<file path="config.mk">
export PLATFORM = sky130hd
export DESIGN_NAME = sesf_divider
export DESIGN_NICKNAME = d
export VERILOG_FILES = /design/src/hdl/sesf_pkg.sv /design/src/hdl/sesf_divider.sv
export SDC_FILE = /design/constraint.sdc
export NUM_CORES = 1
export LEC_CHECK = 0
export ABC_CLOCK_PERIOD_IN_PS = 4850
export BUFFER_PORTS_ARGS = -buffer_cell sky130_fd_sc_hd__buf_2
export CORE_MARGIN = 3
export CORE_UTILIZATION = 45
export CTS_CLUSTER_DIAMETER = 100
export CTS_CLUSTER_SIZE = 20
export DETAILED_ROUTE_END_ITERATION = 12
export PLACE_DENSITY_LB_ADDON = 0.3
export SYNTH_ARGS = -nofsm -noshare
export SYNTH_HDL_FRONTEND = slang
export SYNTH_SLANG_ARGS = --single-unit
</file>
<file path="constraint.sdc">
create_clock -name clk -period 4.85 [get_ports clk]
set_input_delay 0.7275 -clock clk [delete_from_list [all_inputs] [get_ports clk]]
set_output_delay 0.7275 -clock clk [all_outputs]
set_load 0.05 [all_outputs]
</file>
<file path="src/hdl/sesf_pkg.sv">
// Shared constants and types for the scanline span filler.
package sesf_pkg;
	localparam int CoordBits = 24;
	localparam int MaxEdges = 1024;
	localparam int MaxCross = 64;
	localparam int MaxSpans = 63;
	localparam int EdgeIdxBits = $clog2(MaxEdges);
	localparam int CrossIdxBits = $clog2(MaxCross);
	localparam int HeldBits = 11;
	localparam int DivBits = 2 * CoordBits + 2;

	typedef logic signed [CoordBits-1:0] coord_t;

	typedef enum logic [1:0] {
		OP_CLEAR = 2'd0,
		OP_LOAD  = 2'd1,
		OP_SCAN  = 2'd2
	} op_t;

	typedef enum logic [2:0] {
		ST_STORED  = 3'd0,
		ST_HORIZ   = 3'd1,
		ST_FULL    = 3'd2,
		ST_SPAN    = 3'd3,
		ST_NO_SPAN = 3'd4
	} status_t;

	localparam coord_t CoordMax = coord_t'({1'b0, {(CoordBits-1){1'b1}}});
	localparam coord_t CoordMin = coord_t'({1'b1, {(CoordBits-1){1'b0}}});
	localparam int OneRow = 256;
endpackage

</file>
<file path="src/hdl/sesf_divider.sv">
// Restoring divider that produces one quotient bit per cycle.
module sesf_divider import sesf_pkg::*; (
	input  logic                clk,
	input  logic                arst_n,
	input  logic                start,
	input  logic [DivBits-1:0]  dividend,
	input  logic [DivBits-1:0]  divisor,
	output logic                done,
	output logic [DivBits-1:0]  quotient
);
	localparam int CntBits = $clog2(DivBits + 1);

	logic [DivBits-1:0] rem_q;
	logic [DivBits-1:0] quo_q;
	logic [DivBits-1:0] den_q;
	logic [CntBits-1:0] cnt_q;
	logic               busy_q;
	logic [DivBits:0]   trial;

	assign trial = {rem_q, quo_q[DivBits-1]} - {1'b0, den_q};

	always_ff @(posedge clk or negedge arst_n) begin
		if (!arst_n) begin
			busy_q <= 1'b0;
			done   <= 1'b0;
			cnt_q  <= '0;
		end else begin
			done <= 1'b0;
			if (start) begin
				busy_q <= 1'b1;
				cnt_q  <= CntBits'(DivBits);
				rem_q  <= '0;
				quo_q  <= dividend;
				den_q  <= divisor;
			end else if (busy_q) begin
				if (!trial[DivBits]) begin
					rem_q <= trial[DivBits-1:0];
					quo_q <= {quo_q[DivBits-2:0], 1'b1};
				end else begin
					rem_q <= {rem_q[DivBits-2:0], quo_q[DivBits-1]};
					quo_q <= {quo_q[DivBits-2:0], 1'b0};
				end
				cnt_q <= cnt_q - 1'b1;
				if (cnt_q == CntBits'(1)) begin
					busy_q <= 1'b0;
					done   <= 1'b1;
				end
			end
		end
	end

	assign quotient = quo_q;
endmodule

</file>
==> summary by stage <==
Route
The per-cell via count in the routed design is 5.70. After detailed routing, the average wire length per cell comes to 17.5 µm. The number of nets with antenna violations after routing is 0. The wire length after detailed routing is 24.4 mm. In the routed design, unresolved DRC markers number 0. The number of design-rule violations left by the first detailed-router iteration is 582. The total via count after detailed routing is 7,949. The first detailed-routing pass took 6 iterations.

Flow run
The max capacitance violation total is 0.

Yosys
The total nets after synthesis is 1,137. After technology mapping, the gate count stands at 981. For this run, the register share of the synthesized area comes to 0.472. After synthesis, the cell types taking the most area are sky130_fd_sc_hd__edfxtp_1 45%, sky130_fd_sc_hd__ha_1 6.5%, sky130_fd_sc_hd__mux2_2 5.5%, sky130_fd_sc_hd__nand2_1 4.8%, sky130_fd_sc_hd__a311oi_1 3.3%. The number of distinct library cells after synthesis is 73. The synthesized design contains 150 enable-type register cells. The cell type contributing the most total cell area after synthesis is sky130_fd_sc_hd__edfxtp_1. Synthesis inferred 158 register bits. The most used flip-flop cell after synthesis is sky130_fd_sc_hd__edfxtp_1. The count of yosys warnings during synthesis is 0.

The top-area cell type share of the netlist area is 0.452. The mapped netlist covers 9960 µm². The post-synthesis area per instance is 10.2 µm². The share of async-settable or async-resettable flops after synthesis is 0.0506.

Timing
At the pin with the least slew margin, the transition time is 1.06 ns. The tightest slew margin relative to the limit is 0.294. Setup repair after global routing left no endpoint under its margin. On the final layout, the worst clock skew is 0.0144 ns. The final number of setup-violating endpoints is 0. In the finished design, the share of the clock period the worst path needs comes to 0.776. The final number of max-transition violations is 0. The hold violation total from the final report is 0. The total negative setup slack is 0 ns. The post-layout minimum cycle time is 3.77 ns.

Based on the critical path, the design can be clocked at up to 266 MHz.

Finish
The net count of the finished layout is 1,262. The count of cells in the finished layout, fillers not included, comes to 1,394. The most common library cell in the layout ignoring fill and taps is sky130_fd_sc_hd__buf_2. The area occupied by registers is 4710 µm². In the final layout, the share of cells above drive strength 1 is 0.239. The area growth from synthesis to layout is 15.6%. The number of antenna cells inserted is 0. The multi-input combinational cell area is 4760 µm².

The filler cells instantiated in the layout total 1,908. The library cells used most frequently in the layout, excluding fill and tap cells, are 152 x sky130_fd_sc_hd__buf_2, 150 x sky130_fd_sc_hd__edfxtp_1, 128 x sky130_fd_sc_hd__nand2_1, 75 x sky130_fd_sc_hd__nor2_1, 67 x sky130_fd_sc_hd__inv_1.

Placement
Port buffering added 153 buffers. The total half-perimeter wirelength after legalization and detailed placement is 17.5 mm. After detailed placement, the design holds a cell count of 1,362. At the end of routability-driven placement, the weighted congestion stood at 0.905.

Global route
Summed over all layers, the global routing overflow is 0. For met3 alone, demand over resource in global routing was 0.0529. The via count of the first global-routing pass is 7,880. For this run, the total global-route usage over all layers was measured as 0.206. In the global route stage, met1 resource usage came out at 0.282. The initial antenna violation count is 0. The layer carrying the most global-route usage is met2.

The first global-routing pass estimated 40.3 mm of wire. Entering global routing, the biggest net connects 94 pins. In the global route stage, met2 resource usage came out at 0.332.

Critical path
Data arrives at the worst endpoint at 4.00 ns. Of all nets on the critical path, the largest fanout is 27. For this run, the slowest stage of the critical path takes 0.45 ns. In this design, the critical path's most frequently occurring cell is sky130_fd_sc_hd__inv_1. STA classifies the critical path endpoint as a flip-flop.

The slowest cell on the critical path is sky130_fd_sc_hd__a221oi_2. The data required time of the worst path is 5.08 ns. Broken down by cell family, the worst path's largest delay share belongs to compound AO/OA/AOI/OAI gates. The type of the worst setup path is flip-flop to flip-flop. The kind of launch point of the worst setup path is a flip-flop. Together, buffers and inverters on the worst path number 3. The critical path goes through inv_1 > ha_1 > inv_1 > fa_1 > a21o_1 > a221oi_2 > o211a_4 > nor3_4 > o2111ai_2 > and4_1 > or2_1 > buf_4 > nand2_1 > a311oi_1.

Run status
The run finished with clean final reports.

Clocking
The H-tree depth reported by CTS is 4. The number of buffers added by the clock tree synthesis step is 17. The quantity of hold-fixing buffers added after cts is 0. Clock latency on the worst-skew pair, taken at its later pin, is 0.43 ns.

Post-CTS repair changed the size of 0 cells. The maximum clock path buffer count is 2. The clock sink total is 158. The clock tree root buffer cell is sky130_fd_sc_hd__clkbuf_16. TritonCTS built the clock tree. Clock-pin slew was measured on the worst setup and hold paths at 0.07 ns.

The post-CTS setup buffer count is 0.

Pwr
Of the total power, registers draw 0.371. Dividing total power by cell area gives a power density of 422 nW/µm². Of the total power, the share spent switching nets is 0.372.

Internal power comes to 3.05 mW. Of the total power, combinational logic draws 0.349. IR analysis of the VDD net gives a maximum drop of 0.267 mV. Of the total power, the clock network draws 0.280. The leakage component of the power is 4.73 nW. The net switching power of the design is 1.81 mW.

Worst hold path
The worst hold path belongs to the class input pin to asynchronous set/reset pin.

Floorplanning
The height of the chip is 155 µm. The width of the die is 155 µm. The core region is 21,400 µm². Row generation in the floorplan step produced 53 rows. The top-level port count is 154.

The total die area is 24,000 µm². For this configuration, the core starts out at a cell density of 0.465.
cell type report:
| cell class | instances | area share |
|---|---|---|
| Multi-Input combinational cell | 700 | 0.414 |
| Sequential cell | 158 | 0.409 |
| Timing Repair Buffer | 162 | 0.0726 |
| Clock buffer | 17 | 0.0369 |
| Tap cell | 275 | 0.0299 |
| Inverter | 67 | 0.0218 |
| Clock inverter | 15 | 0.0164 |
power by group through the flow:
stage	Clock, mW	Combinational [mW]	Sequential [mW]
floorplan	0	1.21	1.91
detailed placement	0	1.68	1.83
global route	1.44	1.89	1.83
global placement	0	1.66	1.83
finish	1.36	1.70	1.81
CTS	1.40	1.69	1.81
through the flow:
step                setup slack (ns)  hold WS, ns  utilization  cell area [µm²]  total power [mW]
finish                          1.08        0.271        0.538            11500              4.86
global route                   0.788        0.283        0.538            11500              5.16
CTS                             1.11        0.264        0.538            11500              4.89
detailed placement              1.17        0.504        0.509            10900              3.51
global placement                1.32        0.505        0.509            10900              3.49
floorplan                      0.733        0.432            -             9960              3.12
sequential cells by signal, summed over array words and instances, names as in the netlist:
register	flops
quotient	50
busy_q	1
cnt_q	6
rem_q	50
den_q	50
done	1
routing by layer:
layer,up-vias,wire length [µm]
met3,20,1760
met5,-,0
li1,3881,-
met1,3788,11200
met4,0,273
met2,260,11100
cell usage after synthesis (4+ instances only):
master / number
sky130_fd_sc_hd__a211oi_1: 8
sky130_fd_sc_hd__a21o_1: 18
sky130_fd_sc_hd__a21oi_1: 57
sky130_fd_sc_hd__a311oi_1: 38
sky130_fd_sc_hd__a31oi_1: 9
sky130_fd_sc_hd__and2_1: 4
sky130_fd_sc_hd__and3_1: 9
sky130_fd_sc_hd__buf_2: 17
sky130_fd_sc_hd__clkbuf_1: 32
sky130_fd_sc_hd__dfrtp_1: 8
sky130_fd_sc_hd__edfxtp_1: 150
sky130_fd_sc_hd__ha_1: 52
sky130_fd_sc_hd__inv_1: 67
sky130_fd_sc_hd__mux2_2: 49
sky130_fd_sc_hd__nand2_1: 128
sky130_fd_sc_hd__nand2b_1: 9
sky130_fd_sc_hd__nand3_1: 12
sky130_fd_sc_hd__nand3b_1: 4
sky130_fd_sc_hd__nand4_1: 18
sky130_fd_sc_hd__nor2_1: 75
sky130_fd_sc_hd__nor2b_1: 9
sky130_fd_sc_hd__nor3_1: 17
sky130_fd_sc_hd__nor4_1: 6
sky130_fd_sc_hd__o211ai_1: 5
sky130_fd_sc_hd__o21a_1: 6
sky130_fd_sc_hd__o21ai_0: 48
sky130_fd_sc_hd__o21ai_1: 4
sky130_fd_sc_hd__o21bai_1: 9
sky130_fd_sc_hd__or3_1: 5
sky130_fd_sc_hd__xnor2_1: 28
sky130_fd_sc_hd__xor2_1: 16
logic make-up after synthesis:
family / count (synthesis) / share of synthesized area
AO/OA/AOI/OAI: 243 / 0.171
XOR/XNOR: 44 / 0.0387
adder cells (fa/ha/maj): 53 / 0.0673
buffers and inverters: 123 / 0.0507
flip-flops: 158 / 0.472
multiplexers: 52 / 0.0584
AND/OR/NAND/NOR: 308 / 0.142
worst paths after layout:
check	start	slack (ns)	end	cells after the start
min	arst_n	0.27	cnt_q[3]$_DFFE_PN0N_	1
max reg2reg	quotient[49]$_DFFE_PP_	1.08	rem_q[4]$_SDFFCE_PP0P_	14
max in group asynchronous	arst_n	4.20	busy_q$_DFF_PN0_	1
max	quotient[49]$_DFFE_PP_	1.08	rem_q[4]$_SDFFCE_PP0P_	14
min in group clk	divisor[7]	0.47	den_q[7]$_DFFE_PP_	1
min reg2reg	cnt_q[5]$_DFFE_PN0N_	0.53	cnt_q[5]$_DFFE_PN0N_	2
worst reg2reg max path, stage by stage (launching register included):
cell and delay (ns):
sky130_fd_sc_hd__edfxtp_1 0.41, sky130_fd_sc_hd__inv_1 0.10, sky130_fd_sc_hd__ha_1 0.15, sky130_fd_sc_hd__inv_1 0.05
sky130_fd_sc_hd__fa_1 0.41, sky130_fd_sc_hd__a21o_1 0.21, sky130_fd_sc_hd__a221oi_2 0.45, sky130_fd_sc_hd__o211a_4 0.28
sky130_fd_sc_hd__nor3_4 0.06, sky130_fd_sc_hd__o2111ai_2 0.25, sky130_fd_sc_hd__and4_1 0.33, sky130_fd_sc_hd__or2_1 0.15
sky130_fd_sc_hd__buf_4 0.32, sky130_fd_sc_hd__nand2_1 0.12, sky130_fd_sc_hd__a311oi_1 0.31
(Power assumes the default switching activity.)
